===== src/design/gfde_pkg.sv =====
package gfde_pkg;

  localparam int unsigned SCREEN_WIDTH  = 1200;
  localparam int unsigned SCREEN_HEIGHT = 825;

  localparam int unsigned LANES      = 16;
  localparam int unsigned LEVEL_W    = 4;
  localparam int unsigned CODE_W     = 2;
  localparam int unsigned GROUP_W    = 8;
  localparam int unsigned LANE_IDX_W = 4;
  localparam int unsigned COL_W      = GROUP_W + LANE_IDX_W;
  localparam int unsigned ROW_W      = 10;
  localparam int unsigned AREA_X_W   = 11;
  localparam int unsigned AREA_Y_W   = 10;
  localparam int unsigned TIME_W     = 7;
  localparam int unsigned WORD_W     = LANES * CODE_W;
  localparam int unsigned HALF_W     = WORD_W / 2;
  localparam int unsigned CFG_IDX_W  = 3;
  localparam int unsigned CFG_DATA_W = 11;

  localparam logic [CODE_W-1:0] CODE_DARKEN = 2'b01;
  localparam logic [CODE_W-1:0] CODE_NONE   = 2'b11;

  typedef enum logic [CFG_IDX_W-1:0] {
    REG_DEPTH_MODE  = 3'd0,
    REG_FRAME_LEVEL = 3'd1,
    REG_AREA_X      = 3'd2,
    REG_AREA_WIDTH  = 3'd3,
    REG_AREA_Y      = 3'd4,
    REG_AREA_HEIGHT = 3'd5
  } cfg_reg_e;

  // per-pass settings shared by all lanes
  typedef struct packed {
    logic               two_bit;
    logic [LEVEL_W-1:0] thr;
    logic [COL_W-1:0]   col_lo;
    logic [COL_W-1:0]   col_hi;
  } lane_cfg_t;

  // contrast tables, indexed by threshold (frame level, saturated at 3 in two-bit mode)
  function automatic logic [TIME_W-1:0] row_time_f(input logic two_bit,
                                                   input logic [LEVEL_W-1:0] level);
    logic [TIME_W-1:0] t;
    t = '0;
    if (two_bit) begin
      case (level)
        4'd0, 4'd1: t = 7'd100;
        4'd2:       t = 7'd10;
        default:    t = 7'd8;
      endcase
    end else begin
      case (level)
        4'd0, 4'd1: t = 7'd50;
        4'd2:       t = 7'd30;
        4'd3:       t = 7'd10;
        4'd4, 4'd5, 4'd6: t = 7'd5;
        4'd7, 4'd8: t = 7'd4;
        4'd9, 4'd10, 4'd11: t = 7'd3;
        default:    t = 7'd2;
      endcase
    end
    return t;
  endfunction

endpackage


===== src/design/grayscale_frame_drive_encoder.sv =====
// Results are valid in the cycle after acceptance. Throughput: one
// 16-pixel group per cycle while ready; all 16 lanes evaluate the
// group at once and a single output register holds the merged word.
// in_ready_o drops only while a result waits and out_ready_i is low.
// Reset (async, active low) empties the output register and loads the
// register defaults; the config port always accepts.
module grayscale_frame_drive_encoder
  import gfde_pkg::*;
(
  input  logic                  clk_i,
  input  logic                  rst_ni,
  input  logic                  cfg_valid_i,
  output logic                  cfg_ready_o,
  input  logic [CFG_IDX_W-1:0]  cfg_index_i,
  input  logic [CFG_DATA_W-1:0] cfg_data_i,
  input  logic                  in_valid_i,
  output logic                  in_ready_o,
  input  logic [ROW_W-1:0]      row_index_i,
  input  logic [GROUP_W-1:0]    column_group_i,
  input  logic [LANES*LEVEL_W-1:0] pixel_levels_i,
  output logic                  out_valid_o,
  input  logic                  out_ready_i,
  output logic [WORD_W-1:0]     drive_word_o,
  output logic                  row_skipped_o,
  output logic [TIME_W-1:0]     row_time_o
);

  logic                depth_mode_q;
  logic [LEVEL_W-1:0]  frame_level_q;
  logic [AREA_X_W-1:0] area_x_q, area_width_q;
  logic [AREA_Y_W-1:0] area_y_q, area_height_q;

  assign cfg_ready_o = 1'b1;

  always_ff @(posedge clk_i or negedge rst_ni) begin
    if (!rst_ni) begin
      depth_mode_q  <= 1'b0;
      frame_level_q <= 4'd15;
      area_x_q      <= '0;
      area_width_q  <= AREA_X_W'(SCREEN_WIDTH);
      area_y_q      <= '0;
      area_height_q <= AREA_Y_W'(SCREEN_HEIGHT);
    end else if (cfg_valid_i) begin
      case (cfg_index_i)
        REG_DEPTH_MODE:  depth_mode_q  <= cfg_data_i[0];
        REG_FRAME_LEVEL: frame_level_q <= cfg_data_i[LEVEL_W-1:0];
        REG_AREA_X:      area_x_q      <= cfg_data_i[AREA_X_W-1:0];
        REG_AREA_WIDTH:  area_width_q  <= cfg_data_i[AREA_X_W-1:0];
        REG_AREA_Y:      area_y_q      <= cfg_data_i[AREA_Y_W-1:0];
        REG_AREA_HEIGHT: area_height_q <= cfg_data_i[AREA_Y_W-1:0];
        default: ;
      endcase
    end
  end

  lane_cfg_t           lane_cfg;
  logic [AREA_Y_W:0]   row_hi;
  logic                skip;
  logic [TIME_W-1:0]   row_time;
  logic [WORD_W-1:0]   codes;

  always_comb begin
    lane_cfg.two_bit = depth_mode_q;
    lane_cfg.thr     = (depth_mode_q && frame_level_q > 4'd3) ? 4'd3 : frame_level_q;
    lane_cfg.col_lo  = COL_W'(area_x_q);
    lane_cfg.col_hi  = COL_W'(area_x_q) + COL_W'(area_width_q);
  end

  assign row_hi   = (AREA_Y_W+1)'(area_y_q) + (AREA_Y_W+1)'(area_height_q);
  assign skip     = (row_index_i < area_y_q) ||
                    ({1'b0, row_index_i} >= row_hi) ||
                    ({1'b0, row_index_i} >= (ROW_W+1)'(SCREEN_HEIGHT));
  assign row_time = row_time_f(depth_mode_q, lane_cfg.thr);

  for (genvar i = 0; i < LANES; i++) begin : g_lane
    gfde_lane u_lane (
      .cfg_i   (lane_cfg),
      .col_i   ({column_group_i, LANE_IDX_W'(i)}),
      .level_i (pixel_levels_i[i*LEVEL_W +: LEVEL_W]),
      .code_o  (codes[i*CODE_W +: CODE_W])
    );
  end

  gfde_merge u_merge (
    .clk_i         (clk_i),
    .rst_ni        (rst_ni),
    .valid_i       (in_valid_i),
    .ready_o       (in_ready_o),
    .codes_i       (codes),
    .skip_i        (skip),
    .time_i        (row_time),
    .out_valid_o   (out_valid_o),
    .out_ready_i   (out_ready_i),
    .drive_word_o  (drive_word_o),
    .row_skipped_o (row_skipped_o),
    .row_time_o    (row_time_o)
  );

endmodule


===== src/design/gfde_lane.sv =====
module gfde_lane
  import gfde_pkg::*;
(
  input  lane_cfg_t          cfg_i,
  input  logic [COL_W-1:0]   col_i,
  input  logic [LEVEL_W-1:0] level_i,
  output logic [CODE_W-1:0]  code_o
);

  logic [LEVEL_W-1:0] level_used;
  logic               in_area;

  assign level_used = cfg_i.two_bit ? {2'b00, level_i[LEVEL_W-1:LEVEL_W-2]} : level_i;

  // one extra bit so a screen width equal to 2^COL_W still compares right
  assign in_area = (col_i >= cfg_i.col_lo) && (col_i < cfg_i.col_hi) &&
                   ({1'b0, col_i} < (COL_W+1)'(SCREEN_WIDTH));

  assign code_o = (in_area && (level_used < cfg_i.thr)) ? CODE_DARKEN : CODE_NONE;

endmodule


===== src/design/gfde_merge.sv =====
module gfde_merge
  import gfde_pkg::*;
(
  input  logic              clk_i,
  input  logic              rst_ni,
  input  logic              valid_i,
  output logic              ready_o,
  input  logic [WORD_W-1:0] codes_i,
  input  logic              skip_i,
  input  logic [TIME_W-1:0] time_i,
  output logic              out_valid_o,
  input  logic              out_ready_i,
  output logic [WORD_W-1:0] drive_word_o,
  output logic              row_skipped_o,
  output logic [TIME_W-1:0] row_time_o
);

  logic              valid_d, valid_q;
  logic [WORD_W-1:0] word_d, word_q;
  logic              skip_d, skip_q;
  logic [TIME_W-1:0] time_d, time_q;
  logic              accept;

  assign ready_o = !valid_q || out_ready_i;
  assign accept  = valid_i && ready_o;

  always_comb begin
    valid_d = valid_q;
    word_d  = word_q;
    skip_d  = skip_q;
    time_d  = time_q;
    if (out_ready_i) begin
      valid_d = 1'b0;
    end
    if (accept) begin
      valid_d = 1'b1;
      skip_d  = skip_i;
      if (skip_i) begin
        word_d = '0;
        time_d = '0;
      end else begin
        // halfword swap for the serial FIFO
        word_d = {codes_i[HALF_W-1:0], codes_i[WORD_W-1:HALF_W]};
        time_d = time_i;
      end
    end
  end

  always_ff @(posedge clk_i or negedge rst_ni) begin
    if (!rst_ni) begin
      valid_q <= 1'b0;
    end else begin
      valid_q <= valid_d;
    end
  end

  always_ff @(posedge clk_i) begin
    word_q <= word_d;
    skip_q <= skip_d;
    time_q <= time_d;
  end

  assign out_valid_o   = valid_q;
  assign drive_word_o  = word_q;
  assign row_skipped_o = skip_q;
  assign row_time_o    = time_q;

  a_accept_fills : assert property (@(posedge clk_i) disable iff (!rst_ni)
    accept |=> valid_q)
    else $error("accepted request did not reach the output register");

  a_no_overwrite : assert property (@(posedge clk_i) disable iff (!rst_ni)
    !(accept && valid_q && !out_ready_i))
    else $error("stalled result overwritten");

  a_skip_null : assert property (@(posedge clk_i) disable iff (!rst_ni)
    (valid_q && skip_q) |-> (word_q == '0 && time_q == '0))
    else $error("skipped row carries data");

  a_time_set : assert property (@(posedge clk_i) disable iff (!rst_ni)
    (valid_q && !skip_q) |-> (time_q != '0))
    else $error("drawn row without drive time");

endmodule

===== config.mk =====
export PLATFORM = sky130hd
export DESIGN_NAME = grayscale_frame_drive_encoder
export DESIGN_NICKNAME = d
export VERILOG_FILES = /design/src/design/gfde_pkg.sv /design/src/design/grayscale_frame_drive_encoder.sv /design/src/design/gfde_lane.sv /design/src/design/gfde_merge.sv
export SDC_FILE = /design/constraint.sdc
export NUM_CORES = 1
export LEC_CHECK = 0
export BUFFER_PORTS_ARGS = -buffer_cell sky130_fd_sc_hd__buf_2
export CAP_MARGIN = 20
export CORE_ASPECT_RATIO = 1.5
export CORE_MARGIN = 2
export CORE_UTILIZATION = 60
export CTS_CLUSTER_SIZE = 30
export DETAILED_ROUTE_END_ITERATION = 10
export PLACE_DENSITY = 0.86
export SKIP_LAST_GASP = 1
export SYNTH_ARGS = -nofsm -noshare
export SYNTH_HDL_FRONTEND = slang
export SYNTH_HIERARCHICAL = 1
export SYNTH_SLANG_ARGS = --single-unit

===== constraint.sdc =====
create_clock -name clk_i -period 12.05 [get_ports clk_i]
set_input_delay 2.41 -clock clk_i [delete_from_list [all_inputs] [get_ports clk_i]]
set_output_delay 2.41 -clock clk_i [all_outputs]
set_load 0.02 [all_outputs]

==> results of run 1 <==
==> report_power, final <==
group	total (W)	switching, W	leakage (nW)	internal, W
combinational	0.00240	0.00145	8.92	0.000954
clock	0.000282	0.000138	0.140	0.000144
sequential	0.000472	0.0000804	0.948	0.000391
==> how the worst min path moves through the flow <==
stage | end | startpoint | cells after the start | slack, ns
final | area_width_q[3]$_DFFE_PN0P_ | area_width_q[3]$_DFFE_PN0P_ | 1 | 0.51
after global routing | area_height_q[7]$_DFFE_PN0P_ | area_height_q[7]$_DFFE_PN0P_ | 1 | 0.53
after CTS | area_width_q[3]$_DFFE_PN0P_ | area_width_q[3]$_DFFE_PN0P_ | 1 | 0.52
after detailed placement | area_width_q[8]$_DFFE_PN0P_ | area_width_q[8]$_DFFE_PN0P_ | 1 | 0.50
after global placement | area_width_q[6]$_DFFE_PN0P_ | area_width_q[6]$_DFFE_PN0P_ | 1 | 0.49
after floorplan | area_width_q[0]$_DFFE_PN0P_ | area_width_q[0]$_DFFE_PN0P_ | 1 | 0.48
==> kinds of logic (layout without fill, tap and decap cells) <==
family	Yosys count	after routing	share of synthesized area
and+or+nand+nor	387	387	0.1344
AOI/OAI and AO/OA	460	460	0.1847
adders and majority gates	458	458	0.3550
muxes	68	68	0.04600
other	18	153	0.004174
xor gates and xnor gates	12	12	0.006494
DFF	88	88	0.1495
buffers and inverters	491	642	0.1198
==> layer usage <==
layer | up-vias | wire (um) | global-route usage
li1 | 7330 | - | -
met1 | 7204 | 16340 | 0.3232
met2 | 565 | 22340 | 0.5702
met3 | 225 | 2444 | 0.03904
met4 | 0 | 3508 | 0.2198
met5 | - | 0 | 0
==> cells in the mapped netlist (18+ instances only) <==
master / count
nand2b_1: 31
edfxtp_1: 40
mux2_2: 51
a21o_1: 40
inv_1: 463
and4_1: 24
dfrtp_1: 34
a211o_1: 34
a21oi_1: 129
conb_1: 18
nand4_1: 21
nor2b_1: 74
nor2_1: 49
o21ai_0: 105
nand3_1: 38
a211oi_1: 28
nor3_1: 19
ha_1: 456
nand2_1: 89
a31oi_1: 35
==> layout make-up <==
type                       count  share of cell area
clock inverter                 6            0.002763
inverter                     463             0.09595
timing repair buffer         163             0.04953
clock buffer                  10             0.01264
tap                          337             0.02328
multi-input combinational   1538              0.6822
sequential                    88              0.1337
==> registers in the layout (all words and copies together), names as in the netlist <==
signal / cells
u_merge/drive_word_o: 32
area_width_q: 11
area_x_q: 11
area_height_q: 10
area_y_q: 10
u_merge/row_time_o: 7
frame_level_q: 4
depth_mode_q: 1
u_merge/out_valid_o: 1
u_merge/row_skipped_o: 1
==> per-stage QoR <==
stage | setup slack, ns | area, um^2 | power, W | utilization
after detailed placement | 6.824 | 17780 | 0.002794 | 0.6713
after CTS | 6.823 | 18060 | 0.003100 | 0.6819
after floorplan | 6.998 | 16690 | 0.002113 | -
after global routing | 6.785 | 18110 | 0.003481 | 0.6838
final | 6.813 | 18110 | 0.003153 | 0.6838
after global placement | 6.815 | 17780 | 0.002589 | 0.6713
==> worst max-delay path, stage by stage <==
cell,delay (ns)
buf_2,0.09
nand2b_1,0.16
buf_2,0.17
==> impl_results.md, run 1 <==
* Die Y at 205.1 um
* Synth top area cells: ha_1 (35%), inv_1 (11%), edfxtp_1 (7.4%)
* Layout cells sized above 1 at 0.1230
* FP Rows at 73
* Clock Path Buffers at 2
* CP startpoint kind: input port
* Peak Freq at 190.9 MHz
* Status: complete, no violations
* Remaining antenna violation count at 0
* Syn-to-layout area delta at 11.91%
* TritonCTS clock tree: yes
* Global route total overflow at 0
* Final worst-path cycle share at 0.4346
* Clock slew at reported path FFs at 0.06 ns
* CP Max Fanout at 3
* Fin Hold WS at 0.5135 ns
* Drt wl/cell at 17.13 um
* Max cap viols at 0
* Hold Vio Cnt, Final at 0
* Fin Setup TNS at 0 ns
* DIE AREA at 0.02833 mm^2
* Netlist cell types at 69
* Clk_skew at 0.01591 ns
* Cts-stage hold buffer count at 0
* Type of the worst min-delay path: reg -> reg
* Most common library cell in the layout ignoring fill and taps: inv_1
* Worst setup startpoint: out_ready_i
* Count of state elements after synthesis at 88
* Reg area at 0.002421 mm^2
* Synth Cell Area at 0.01618 mm^2
* Fin crit period at 5.237 ns
* Worst EP required at 9.64 ns
* Post-DP HPWL at 32100 um
* Kind of critical path: in -> out
* Most frequent cells in the layout: inv_1 (463), ha_1 (456), conb_1 (153), buf_2 (142), a21oi_1 (128)
* Total track usage at 0.3090
* LEAKAGE at 10.01 nW
* Asr flop ratio synth at 0.5455
* # setup viols final at 0
* Port bufs at 142
* Seq/Total Area, Yosys at 0.1495
* Initial antenna violation count at 0
* Post-cts resize count at 0
* GPL Wtd Cong at 0.8449
* CTS sink count at 88
* Layout Cells excl Fill at 2605
* Worst Path Arrival at 2.83 ns
* Largest net degree at the start of global routing at 76
* R2R cell count at 14
* Num ports at 144
* Pre-antenna DRT Iters at 7
* Post-synth EDFFs at 40
* Drt first-iter violations at 849
* Worst Setup End Kind: output pin
* Synth Flop Type: edfxtp_1
* Post-CTS Setup Bufs at 0
* Clk root buf: clkbuf_16
* Htree depth at 3
* DIE WIDTH at 138.1 um
* CTS Buf Count at 9
* Multi-input logic area at 0.01236 mm^2
* Max Slew Vio Count at 0
* Fillcell total at 2077
* Synthesized instance count at 1982
* Avg Cell Area, Syn at 8.166 um^2
* Post-synth top area cell: ha_1
* Ys Warns at 6
* Power density cells at 174.1 mW/mm^2
* Core ar. at 0.02649 mm^2
* Slew margin rel. at 0.2370
* Vias in the first global route at 15596
* DP Cell Count at 2586
* First-pass GRT wire length at 71500 um
* R2R Path End: u_merge/drive_word_o[9]$_SDFFCE_PP0P_
* Via count at 15324
* Vias per std cell at 5.883
* Clk Latency, worst-skew pair at 0.36 ns
* Top cell type's share of synthesized area at 0.3525
* Antenna diode count at 0
* Maximum VDD drop at 151.2 uV
* R2R setup slack at 7.10 ns
* R2r startpoint: area_x_q[1]$_DFFE_PN0P_
* Total Routed Length at 44630 um
* Remaining DRCs at 0
* Crit path to: in_ready_o
* Starting Density at 0.6110
* RSZ-0062 raised after global routing: false
* Nets at 2822
* Slew @ Worst Pin at 1.144 ns
No activity file was read; power rests on OpenSTA's default activity.
==> inputs of run 2 (changes only) <==
clock period = 4.9 ns   (was 12.05 ns; I/O delays follow)
==> impl_results.md, run 2 (synthesis results as in run 1) <==
* Critical path's slowest cell: dfrtp_1 (was buf_2)
* Global route total overflow at 0 (unchanged)
* Remaining DRCs at 0 (unchanged)
* # setup viols final at 0 (unchanged)
* CP startpoint kind: flip-flop (was input port)
* Total Routed Length at 45720 um (was 44630 um)
* Max Slew Vio Count at 0 (unchanged)
* CP peak stage delay at 0.51 ns (was 0.17 ns)
* CTS sink count at 88 (unchanged)
* Fillcell total at 2071 (was 2077)
* R2r startpoint: area_x_q[1]$_DFFE_PN0P_ (unchanged)
* Post-cts resize count at 0 (unchanged)
* Nets at 2841 (was 2822)
* R2R Path End: u_merge/drive_word_o[31]$_SDFFCE_PP0P_ (was u_merge/drive_word_o[9]$_SDFFCE_PP0P_)
* Cts-stage hold buffer count at 0 (unchanged)
* Final core occ at 0.6890 (was 0.6838)
* Fin Setup TNS at 0 ns (unchanged)
* Pre-antenna DRT Iters at 5 (was 7)
* Syn-to-layout area delta at 12.77% (was 11.91%)
* DIE WIDTH at 138.1 um (unchanged)
* Die Y at 205.1 um (unchanged)
* Slew margin rel. at 0.3469 (was 0.2370)
* Starting Density at 0.6110 (unchanged)
* Clock Path Buffers at 2 (unchanged)
* Vias per std cell at 5.889 (was 5.883)
* Worst Path Arrival at 4.24 ns (was 2.83 ns)
* Type of the worst min-delay path: in -> async (was reg -> reg)
* Final worst-path cycle share at 0.8396
* First-pass GRT wire length at 74090 um (was 71500 um)
* FP Rows at 73 (unchanged)
* Slew @ Worst Pin at 0.9796 ns (was 1.144 ns)
* R2R cell count at 15 (was 14)
* PnR Total Power at 0.007791 W (was 0.003153 W)
* Drt wl/cell at 17.42 um (was 17.13 um)
* Layout cells sized above 1 at 0.1290 (was 0.1230)
* Most frequent cells in the layout: inv_1 (463), ha_1 (456), conb_1 (153), buf_2 (142), a21oi_1 (129) (was inv_1 (463), ha_1 (456), conb_1 (153), buf_2 (142), a21oi_1 (128))
* Max FFs per register at 32 (unchanged)
* Clock slew at reported path FFs at 0.08 ns (was 0.06 ns)
* LEAKAGE at 10.10 nW (was 10.01 nW)
* Num ports at 144 (unchanged)
* Worst EP required at 5.02 ns (was 9.64 ns)
* Largest net degree at the start of global routing at 61 (was 76)
* CTS Buf Count at 9 (unchanged)
* Total track usage at 0.3182 (was 0.3090)
* Maximum VDD drop at 499.6 uV (was 151.2 uV)
* Power density cells at 426.9 mW/mm^2 (was 174.1 mW/mm^2)
* Drt first-iter violations at 936 (was 849)
* Most common library cell in the layout ignoring fill and taps: inv_1 (unchanged)
* TritonCTS clock tree: yes (unchanged)
* GPL Wtd Cong at 0.9524 (was 0.8449)
* Max cap viols at 0 (unchanged)
* R2R setup slack at 0.79 ns (was 7.10 ns)
* Hold Vio Cnt, Final at 0 (unchanged)
* Vias in the first global route at 16048 (was 15596)
* Crit path cell chain: inv_1, fa_1, nor2b_4, o2111ai_2, a31oi_1, or4_1, nand4_1, buf_4, inv_1, ha_1, nand4_1, a211oi_1, a221o_1, a211o_1, and2b_1 (was buf_2, nand2b_1, buf_2)
* Fin crit period at 4.114 ns
* Peak Freq at 243.1 MHz
* Initial antenna violation count at 0 (unchanged)
* Via count at 15454 (was 15324)
* CP Max Fanout at 10 (was 3)
* Clk_skew at 0.01219 ns (was 0.01591 ns)
* Port bufs at 142 (unchanged)
* Post-DP HPWL at 34680 um (was 32100 um)
* Worst Setup End Kind: flip-flop (was output pin)
* Antenna diode count at 0 (unchanged)
* Clk root buf: clkbuf_16 (unchanged)
* Core ar. at 0.02649 mm^2 (unchanged)
* Htree depth at 3 (unchanged)
* DIE AREA at 0.02833 mm^2 (unchanged)
* Clk Latency, worst-skew pair at 0.36 ns (about the same)
* Remaining antenna violation count at 0 (unchanged)
* Post-CTS Setup Bufs at 0 (unchanged)
* Status: complete, no violations (unchanged)
* Kind of critical path: reg -> reg (was in -> out)
* RSZ-0062 raised after global routing: false (unchanged)
run 2: layout make-up:
class                      instances  area (um^2)  area share
clock buffer                       9        225.2     0.01234
inverter                         463         1738     0.09522
timing repair buffer             182         1049     0.05745
sequential                        88         2421      0.1327
clock inverter                     7        62.56    0.003428
multi-input combinational       1538        12330      0.6758
tap                              337        421.7     0.02310
run 2: worst max-delay path by stage:
stage,from,endpoint,depth (start not counted)
2_1_floorplan,area_x_q[0]$_DFFE_PN0P_,u_merge/drive_word_o[31]$_SDFFCE_PP0P_,14
3_3_place_gp,area_x_q[1]$_DFFE_PN0P_,u_merge/drive_word_o[9]$_SDFFCE_PP0P_,15
3_5_place_dp,area_x_q[1]$_DFFE_PN0P_,u_merge/drive_word_o[15]$_SDFFCE_PP0P_,15
4_1_cts,area_x_q[1]$_DFFE_PN0P_,u_merge/drive_word_o[31]$_SDFFCE_PP0P_,15
5_1_grt,area_x_q[1]$_DFFE_PN0P_,u_merge/drive_word_o[15]$_SDFFCE_PP0P_,15
6_report,area_x_q[1]$_DFFE_PN0P_,u_merge/drive_word_o[31]$_SDFFCE_PP0P_,15
run 2: per-layer routing:
layer / track usage / up-vias / share of wire
met5: 0 / - / 0
met2: 0.5790 / 577 / 0.49
met4: 0.2431 / 0 / 0.080
met1: 0.3316 / 7304 / 0.37
met3: 0.04231 / 217 / 0.056
li1: - / 7356 / -
run 2: critical path, delay by kind of cell, from the launching register on:
family | cells | cell delay, ns
compound gates | 5 | 1.20
fa+ha+maj | 2 | 0.74
buf+inv | 3 | 0.51
flops | 1 | 0.51
simple gates | 5 | 0.92
run 2: metrics by stage:
stage	hold slack (ns)	cell area [um^2]	worst slack, ns	instances
after floorplan	0.4835	16690	0.9090	2117
after global placement	0.4922	17920	1.153	2606
after detailed placement	0.4992	17920	0.9637	2606
after CTS	0.5162	18210	0.9033	2622
after global routing	0.5196	18250	0.6265	2624
final	0.5039	18250	0.7860	2624
run 2: where the power goes:
group	switching (W)	internal (W)	leakage, nW
sequential	0.000103	0.000964	0.948
combinational	0.00363	0.00238	9.01
clock	0.000350	0.000357	0.144
